<file path="src/rtl/pstr_pkg.sv">
// Shared types, constants and helper functions for the packet steering rule table.
package pstr_pkg;

    localparam int RULE_SLOTS_DEF = 16;
    localparam int RULE_W         = 176;

    typedef enum logic [1:0] {
        OP_CLASSIFY = 2'd0,
        OP_ADD      = 2'd1,
        OP_DELETE   = 2'd2,
        OP_CLEAR    = 2'd3
    } op_t;

    typedef enum logic [2:0] {
        ST_OK       = 3'd0,
        ST_FULL     = 3'd1,
        ST_PARAM    = 3'd2,
        ST_DUP      = 3'd3,
        ST_NOTFOUND = 3'd4
    } status_t;

    typedef enum logic [1:0] {
        DIR_NONE  = 2'd0,
        DIR_LOCAL = 2'd1,
        DIR_HOST  = 2'd2,
        DIR_BOTH  = 2'd3
    } dir_t;

    typedef enum logic [2:0] {
        S_IDLE,
        S_SCAN,
        S_SHIFT_RD,
        S_SHIFT_WR,
        S_DONE
    } state_t;

    localparam logic [15:0] ET_PAE  = 16'h888E;
    localparam logic [15:0] ET_IPV6 = 16'h86DD;
    localparam logic [15:0] ET_ARP  = 16'h0806;
    localparam logic [15:0] ET_IPV4 = 16'h0800;
    localparam logic [7:0]  PR_ICMP = 8'd1;
    localparam logic [7:0]  PR_IGMP = 8'd2;
    localparam logic [7:0]  PR_TCP  = 8'd6;
    localparam logic [7:0]  PR_UDP  = 8'd17;

    localparam logic [1:0] REG_CARRIER = 2'd0;
    localparam logic [1:0] REG_DEFAULT = 2'd1;
    localparam logic [1:0] REG_FORCED  = 2'd2;

    // rule word: addr[47:0], lports[95:48], rports[143:96], ctl[175:144]
    typedef struct packed {
        logic [31:0] ctl;
        logic [47:0] rports;
        logic [47:0] lports;
        logic [47:0] addr;
    } rule_t;

    function automatic logic [1:0] fix_dir(input logic [1:0] d);
        return (d == DIR_LOCAL || d == DIR_HOST) ? d : DIR_BOTH;
    endfunction

    function automatic logic ports_ok(input logic [47:0] p, input logic pb,
                                      input logic rb);
        return !((pb && p[15:0] == 16'd0) || (rb && p[31:16] >= p[47:32]));
    endfunction

    function automatic logic port_check(input logic [47:0] p, input logic rb,
                                        input logic [15:0] fp);
        return (p[15:0] == fp) || (rb && p[31:16] <= fp && fp <= p[47:32]);
    endfunction

endpackage

</file>
<file path="src/rtl/pstr_ram.sv">
// Generic single-port-write, single-read synchronous RAM.
module pstr_ram #(
    parameter int WIDTH = 8,
    parameter int DEPTH = 16
) (
    input  logic                                          clk,
    input  logic                                          we,
    input  logic [((DEPTH > 1) ? $clog2(DEPTH) : 1)-1:0]  waddr,
    input  logic [WIDTH-1:0]                              wdata,
    input  logic [((DEPTH > 1) ? $clog2(DEPTH) : 1)-1:0]  raddr,
    output logic [WIDTH-1:0]                              rdata
);
    logic [WIDTH-1:0] mem [DEPTH];

    always_ff @(posedge clk)
    begin
        if (we)
        begin
            mem[waddr] <= wdata;
        end
        rdata <= mem[raddr];
    end
endmodule

</file>
<file path="src/rtl/pstr_match.sv">
// Rule compare: classify match and exact-copy check for one stored rule.
module pstr_match
    import pstr_pkg::*;
(
    input  rule_t       rule,
    input  rule_t       key,
    output logic        hit,
    output logic        same
);
    logic [5:0] m;
    logic       l4;
    logic [7:0] proto;

    always_comb
    begin
        m     = rule.ctl[5:0];
        proto = key.ctl[13:6];
        l4    = (proto == PR_TCP) || (proto == PR_UDP);
        hit   = 1'b1;
        if (m[0] && rule.addr[31:0] != key.addr[31:0])
        begin
            hit = 1'b0;
        end
        if (m[1] && rule.ctl[13:6] != proto)
        begin
            hit = 1'b0;
        end
        if ((m[2] || m[3]) && !(l4 && port_check(rule.lports, m[3], key.lports[15:0])))
        begin
            hit = 1'b0;
        end
        if ((m[4] || m[5]) && !(l4 && port_check(rule.rports, m[5], key.rports[15:0])))
        begin
            hit = 1'b0;
        end
        same = (rule.addr[31:0] == key.addr[31:0]) && (rule.lports == key.lports)
            && (rule.rports == key.rports) && (rule.ctl[15:0] == key.ctl[15:0]);
    end
endmodule

</file>
<file path="src/rtl/packet_steering_rule_table.sv">
// Packet steering rule table: top level with sequencer and rule memory.
// An item is taken when start is high and busy low; busy then stays high and
// the one-cycle result strobe done comes in the same cycle that busy falls.
// Results cannot be stalled. The rule memory has one registered read port,
// so a rule walk reads one entry per cycle. Items that need no walk are
// clear, a classify that is not plain IPv4 (or with carrier off or a forced
// direction), an add to a full table and an add or delete with bad rule
// parameters. A classify walk stops at the first hit, an add walk at a
// duplicate; on a miss either walks all used rules, as does a delete that
// finds nothing. A delete that removes rule k moves each later rule down.
module packet_steering_rule_table
    import pstr_pkg::*;
#(
    parameter int RULE_SLOTS = RULE_SLOTS_DEF
) (
    input  logic        clk,
    input  logic        rst_n,
    input  logic        psel,
    input  logic        penable,
    input  logic        pwrite,
    input  logic [3:0]  paddr,
    input  logic [31:0] pwdata,
    output logic [31:0] prdata,
    output logic        pready,
    input  logic        start,
    output logic        busy,
    input  logic [1:0]  operation,
    input  logic [15:0] eth_type,
    input  logic [7:0]  ip_proto,
    input  logic [31:0] ip_address,
    input  logic [15:0] rmt_port,
    input  logic [15:0] lcl_port,
    input  logic [5:0]  field_mask,
    input  logic [15:0] local_min,
    input  logic [15:0] local_max,
    input  logic [15:0] remote_min,
    input  logic [15:0] remote_max,
    input  logic [1:0]  rule_direction,
    output logic        done,
    output logic [2:0]  status,
    output logic [1:0]  direction,
    output logic [4:0]  hit_index,
    output logic [4:0]  rule_count
);
    localparam int AW = (RULE_SLOTS > 1) ? $clog2(RULE_SLOTS) : 1;
    localparam int CW = $clog2(RULE_SLOTS + 1);

    state_t state_reg, state_next;
    logic           carrier_reg;
    logic [1:0]     def_reg, forced_reg;
    logic [CW-1:0]  used_reg, used_next;
    logic [CW-1:0]  idx_reg, idx_next;
    logic           rvalid_reg, rvalid_next;
    op_t            op_reg;
    logic [15:0]    et_reg;
    rule_t          key_reg;
    logic [2:0]     st_reg, st_next;
    logic [1:0]     dir_reg, dir_next;
    logic [CW-1:0]  hit_reg, hit_next;
    logic           done_reg;
    logic [2:0]     st_q;
    logic [1:0]     dir_q;
    logic [4:0]     hit_q, cnt_q;

    logic           we;
    logic [AW-1:0]  waddr, raddr;
    rule_t          wdata, rdata;
    logic           m_hit, m_same;
    logic           wr_cfg;
    logic           scan_item;
    logic           pok;

    assign pready = 1'b1;
    assign wr_cfg = psel && penable && pwrite;

    always_ff @(posedge clk or negedge rst_n)
    begin
        if (!rst_n)
        begin
            carrier_reg <= 1'b0;
            def_reg     <= DIR_LOCAL;
            forced_reg  <= DIR_NONE;
        end
        else if (wr_cfg)
        begin
            unique case (paddr[3:2])
                REG_CARRIER: carrier_reg <= pwdata[0];
                REG_DEFAULT: def_reg     <= pwdata[1:0];
                REG_FORCED:  forced_reg  <= pwdata[1:0];
                default:     ;
            endcase
        end
    end

    always_comb
    begin
        unique case (paddr[3:2])
            REG_CARRIER: prdata = {31'd0, carrier_reg};
            REG_DEFAULT: prdata = {30'd0, def_reg};
            REG_FORCED:  prdata = {30'd0, forced_reg};
            default:     prdata = 32'd0;
        endcase
    end

    pstr_ram #(.WIDTH(RULE_W), .DEPTH(RULE_SLOTS)) u_ram (
        .clk   (clk),
        .we    (we),
        .waddr (waddr),
        .wdata (wdata),
        .raddr (raddr),
        .rdata (rdata)
    );

    pstr_match u_match (
        .rule (rdata),
        .key  (key_reg),
        .hit  (m_hit),
        .same (m_same)
    );

    assign pok = ports_ok(key_reg.lports, key_reg.ctl[2], key_reg.ctl[3])
              && ports_ok(key_reg.rports, key_reg.ctl[4], key_reg.ctl[5]);

    // classify needing a rule walk: carrier on, no force, plain IPv4
    assign scan_item = carrier_reg && forced_reg == DIR_NONE && et_reg == ET_IPV4
        && key_reg.ctl[13:6] != PR_ICMP && key_reg.ctl[13:6] != PR_IGMP;

    // the entry being read in scan is idx_reg - 1 (rvalid marks it)
    always_comb
    begin
        state_next  = state_reg;
        idx_next    = idx_reg;
        rvalid_next = 1'b0;
        used_next   = used_reg;
        st_next     = st_reg;
        dir_next    = dir_reg;
        hit_next    = hit_reg;
        we          = 1'b0;
        waddr       = idx_reg[AW-1:0];
        wdata       = key_reg;
        raddr       = idx_reg[AW-1:0];
        unique case (state_reg)
            S_IDLE:
            begin
                if (start)
                begin
                    state_next = S_SCAN;
                    idx_next   = '0;
                end
            end
            S_SCAN:
            begin
                unique case (op_reg)
                    OP_CLASSIFY:
                    begin
                        if (!carrier_reg)
                        begin
                            dir_next = DIR_LOCAL;
                            state_next = S_DONE;
                        end
                        else if (forced_reg != DIR_NONE)
                        begin
                            dir_next = forced_reg;
                            state_next = S_DONE;
                        end
                        else if (et_reg == ET_PAE || et_reg == ET_IPV6)
                        begin
                            dir_next = DIR_LOCAL;
                            state_next = S_DONE;
                        end
                        else if (et_reg == ET_ARP || (et_reg == ET_IPV4 && !scan_item))
                        begin
                            dir_next = DIR_BOTH;
                            state_next = S_DONE;
                        end
                        else if (!scan_item)
                        begin
                            dir_next = DIR_LOCAL;
                            state_next = S_DONE;
                        end
                        else if (rvalid_reg && m_hit)
                        begin
                            dir_next   = fix_dir(rdata.ctl[15:14]);
                            hit_next   = idx_reg - CW'(1);
                            state_next = S_DONE;
                        end
                        else if (idx_reg >= used_reg)
                        begin
                            dir_next   = fix_dir(def_reg);
                            state_next = S_DONE;
                        end
                        else
                        begin
                            idx_next    = idx_reg + CW'(1);
                            rvalid_next = 1'b1;
                        end
                    end
                    OP_ADD:
                    begin
                        if (used_reg >= CW'(RULE_SLOTS))
                        begin
                            st_next = ST_FULL;
                            state_next = S_DONE;
                        end
                        else if (!pok)
                        begin
                            st_next = ST_PARAM;
                            state_next = S_DONE;
                        end
                        else if (rvalid_reg && m_same)
                        begin
                            st_next = ST_DUP;
                            state_next = S_DONE;
                        end
                        else if (idx_reg >= used_reg)
                        begin
                            we         = 1'b1;
                            waddr      = used_reg[AW-1:0];
                            used_next  = used_reg + CW'(1);
                            state_next = S_DONE;
                        end
                        else
                        begin
                            idx_next    = idx_reg + CW'(1);
                            rvalid_next = 1'b1;
                        end
                    end
                    OP_DELETE:
                    begin
                        if (!pok)
                        begin
                            st_next = ST_PARAM;
                            state_next = S_DONE;
                        end
                        else if (rvalid_reg && m_same)
                        begin
                            // idx_reg now names the next entry to move down
                            st_next    = ST_OK;
                            state_next = S_SHIFT_RD;
                        end
                        else if (idx_reg >= used_reg)
                        begin
                            st_next = ST_NOTFOUND;
                            state_next = S_DONE;
                        end
                        else
                        begin
                            idx_next    = idx_reg + CW'(1);
                            rvalid_next = 1'b1;
                        end
                    end
                    default:
                    begin
                        used_next  = '0;
                        state_next = S_DONE;
                    end
                endcase
            end
            S_SHIFT_RD:
            begin
                if (idx_reg >= used_reg)
                begin
                    used_next  = used_reg - CW'(1);
                    state_next = S_DONE;
                end
                else
                begin
                    state_next = S_SHIFT_WR;
                end
            end
            S_SHIFT_WR:
            begin
                we         = 1'b1;
                waddr      = AW'(idx_reg - CW'(1));
                wdata      = rdata;
                idx_next   = idx_reg + CW'(1);
                raddr      = AW'(idx_reg + CW'(1));
                state_next = S_SHIFT_RD;
            end
            S_DONE:
            begin
                state_next = S_IDLE;
            end
            default:
            begin
                state_next = S_IDLE;
            end
        endcase
    end

    always_ff @(posedge clk or negedge rst_n)
    begin
        if (!rst_n)
        begin
            state_reg  <= S_IDLE;
            used_reg   <= '0;
            idx_reg    <= '0;
            rvalid_reg <= 1'b0;
            done_reg   <= 1'b0;
        end
        else
        begin
            state_reg  <= state_next;
            used_reg   <= used_next;
            idx_reg    <= idx_next;
            rvalid_reg <= rvalid_next;
            done_reg   <= (state_reg == S_DONE);
        end
    end

    always_ff @(posedge clk)
    begin
        if (state_reg == S_IDLE && start)
        begin
            op_reg                  <= op_t'(operation);
            et_reg                  <= eth_type;
            key_reg.addr            <= {16'd0, ip_address};
            key_reg.lports          <= {local_max, local_min, lcl_port};
            key_reg.rports          <= {remote_max, remote_min, rmt_port};
            key_reg.ctl             <= {16'd0, rule_direction, ip_proto, field_mask};
            st_reg                  <= ST_OK;
            dir_reg                 <= DIR_NONE;
            hit_reg                 <= CW'(RULE_SLOTS);
        end
        else
        begin
            st_reg  <= st_next;
            dir_reg <= dir_next;
            hit_reg <= hit_next;
        end
        if (state_reg == S_DONE)
        begin
            st_q  <= st_reg;
            dir_q <= dir_reg;
            hit_q <= 5'(hit_reg);
            cnt_q <= 5'(used_reg);
        end
    end

    assign busy       = (state_reg != S_IDLE);
    assign done       = done_reg;
    assign status     = st_q;
    assign direction  = dir_q;
    assign hit_index  = hit_q;
    assign rule_count = cnt_q;
endmodule

</file>
<file path="config.mk">
export PLATFORM = sky130hd
export DESIGN_NAME = packet_steering_rule_table
export DESIGN_NICKNAME = d
export VERILOG_FILES = /design/src/rtl/pstr_pkg.sv /design/src/rtl/pstr_ram.sv /design/src/rtl/pstr_match.sv /design/src/rtl/packet_steering_rule_table.sv
export SDC_FILE = /design/constraint.sdc
export NUM_CORES = 2
export LEC_CHECK = 0
export ABC_CLOCK_PERIOD_IN_PS = 21300
export BUFFER_PORTS_ARGS = -buffer_cell sky130_fd_sc_hd__buf_2
export CAP_MARGIN = 20
export CORE_MARGIN = 1
export CORE_UTILIZATION = 45
export CTS_BUF_LIST = sky130_fd_sc_hd__clkbuf_8
export CTS_CLUSTER_SIZE = 24
export DETAILED_ROUTE_END_ITERATION = 16
export PLACE_DENSITY_LB_ADDON = 0.15
export SYNTH_ARGS = -nofsm -noshare
export SYNTH_HDL_FRONTEND = slang
export SYNTH_HIERARCHICAL = 1
export SYNTH_SLANG_ARGS = --single-unit
</file>
<file path="constraint.sdc">
create_clock -name clk -period 21.3 [get_ports clk]
set_input_delay 1.065 -clock clk [delete_from_list [all_inputs] [get_ports clk]]
set_output_delay 1.065 -clock clk [all_outputs]
set_load 0.005 [all_outputs]
</file>
==> flow_metrics.py <==
metrics = {
    "status": {
        "outcome": "completed",
    },
    "logic_synthesis": {
        "ys_warn_count": 6,
        "avgSynthCellArea_sq_um": 19.5,
        "synth_area_sq_um": 103000,
        "synth_cells": 5299,
    },
    "floorplanning": {
        "start_util": 0.453,
        "rows": 175,
        "fp.dieArea_sq_um": 231000,
        "core_sq_um": 227000,
        "dieHeight_um": 481,
        "chipWidth_um": 481,
        "ios": 254,
    },
    "route": {
        "finalWirelength_um": 274000,
        "num_vias": 52800,
        "wl_per_cell_um": 30.0,
        "dr.pass1.iters": 6,
        "via_per_inst": 5.77,
        "drt_iter0_markers": 5362,
        "ant_nets": 0,
        "post-route-drc-count": 0,
    },
    "clock_tree": {
        "cts_tree": "yes",
        "cts.sinks": 2655,
        "numCtsBuffers": 445,
        "htree_levels": 5,
        "cts.path.max_buffers": 4,
        "cts-root-buf": "clkbuf_8",
        "path_clk_slew_ns": 0.06,
        "ctsResizeCount": 0,
        "worstSkewPairLatency_ns": 1.11,
    },
    "setup_path": {
        "required_ns": 21.96,
        "crit_fanout": 45,
        "critPathKind": "flip-flop to flip-flop",
        "worstPathArrival_ns": 9.10,
        "crit_path_end_kind": "flip-flop",
        "start_kind": "flip-flop",
    },
    "power": {
        "p_seq_frac": 0.481,
        "combPwrFrac": 0.204,
        "p_per_area_nw_per_um2": 116,
        "p_int_mw": 9.62,
        "p_clk_frac": 0.316,
        "ir_drop_uv": 117,
        "switching_share": 0.288,
        "p_switching_mw": 3.90,
        "p_total_mw": 13.5,
        "p_leak_nw": 38.4,
    },
    "placed_design": {
        "dpl_cell_area_sq_um": 108000,
        "gp_congestion": 0.825,
        "place_hpwl_um": 142000,
        "placed_cells": 8334,
        "portBuffers": 190,
    },
    "grt": {
        "track_usage": 0.237,
        "grt_max_degree": 135,
        "antenna_found_initial": 6,
        "grt_pass1_vias": 53500,
        "grt_pass1_wl_um": 387000,
        "grt_overflow": 0,
    },
    "worst_hold_path": {
        "min_path_type": "input port to flip-flop",
    },
    "final_layout": {
        "largest_register_ff_count": 2304,
        "num-fill-cells": 18300,
        "ff_latch_area_sq_um": 78100,
        "design_area_sq_um": 116000,
        "multiInputGateArea_sq_um": 23400,
        "fin_cells": 9147,
        "synthToLayoutAreaGrowth_pct": 12.8,
        "layout_common_cells": "edfxtp_1 (2481), mux4_2 (541), nand2_1 (535)",
        "fin_nets": 6088,
        "final_common_cell": "edfxtp_1",
        "drive_above_1_share": 0.251,
    },
    "sta": {
        "fin_crit_sh": 0.396,
        "max_freq_mhz": 118,
        "rsz0062_at_grt": "false",
        "fin_skew_ns": 0.110,
        "hold_violations": 0,
        "finalSetupViolations": 0,
        "hold_ws_ns": 0.139,
        "fin_crit_ns": 8.44,
        "report.final.slew_viol_count": 0,
        "setup_tns_ns": 0,
        "worst_slew_pin_slew_ns": 1.21,
        "relSlewSlack": 0.195,
    },
    "run": {
        "max_cap_violations": 0,
    },
}
final timing paths:
check	from	to	slack, ns	depth (start not counted)
hold reg to reg	st_reg[0]$_SDFFE_PP0P_	status[0]$_DFFE_PP_	0.43	0
setup / recovery	key_reg[28]$_DFFE_PP_	u_ram/mem[11][95]$_DFFE_PP_	12.86	16
hold / removal	lcl_port[0]	key_reg[48]$_DFFE_PP_	0.14	1
min in group asynchronous	rst_n	def_reg[1]$_DFFE_PN0P_	0.50	2
setup reg to reg	key_reg[28]$_DFFE_PP_	u_ram/mem[11][95]$_DFFE_PP_	12.86	16
max in group asynchronous	rst_n	idx_reg[3]$_DFFE_PN0P_	20.38	2
cell type report:
| cell class | count | area share |
|---|---|---|
| Clock inverter | 300 | 0.0126 |
| Clock buffer | 509 | 0.0602 |
| Multi-Input combinational cell | 2238 | 0.201 |
| Inverter | 118 | 0.00400 |
| Sequential cell | 2655 | 0.671 |
| Antenna cell | 2 | 0.0000430 |
| Timing Repair Buffer | 316 | 0.0184 |
| Tap cell | 3009 | 0.0324 |
per-stage QoR:
stage,utilization,worst slack [ns]
global placement,0.474,12.94
global route,0.511,12.61
CTS,0.511,12.86
floorplan,-,7.71
detailed placement,0.474,12.91
finish,0.511,12.86
per-layer routing:
metal | routed length, um | track usage | vias up
met5 | 20 | 0 | -
met4 | 6990 | 0.0687 | 4
met3 | 20800 | 0.0477 | 423
met2 | 130000 | 0.373 | 2123
met1 | 117000 | 0.335 | 27900
li1 | - | - | 22300
power groups by stage:
stage               Clock (mW)  Combinational [mW]  Sequential (mW)
floorplan                    0                1.97             6.48
global placement             0                2.75             6.60
detailed placement           0                2.77             6.60
CTS                       4.37                2.79             6.50
global route              4.58                2.97             6.52
finish                    4.27                2.75             6.50
worst max-delay path, stage by stage, from the launching register on:
cell and delay, ns:
edfxtp_1 0.42, xnor2_1 0.43, nand4_1 0.28, nor4_1 0.53
nand2_1 0.45, or4_1 0.71, nor4_2 0.85, and2_1 0.33
nor4_4 0.10, nand3_1 0.21, o22ai_1 0.11, a21oi_1 0.59
nand2_1 0.42, nor2_4 0.16, buf_4 0.72, buf_4 0.93
buf_4 0.71
repair_timing:
item | CTS | global route
endpoints found under the setup margin | 0 | 0
endpoints found under the hold margin | 19 | 0
buffers inserted | 0 | 0
hold buffers | 1 | 0
Power figures use the tool's default switching activity.
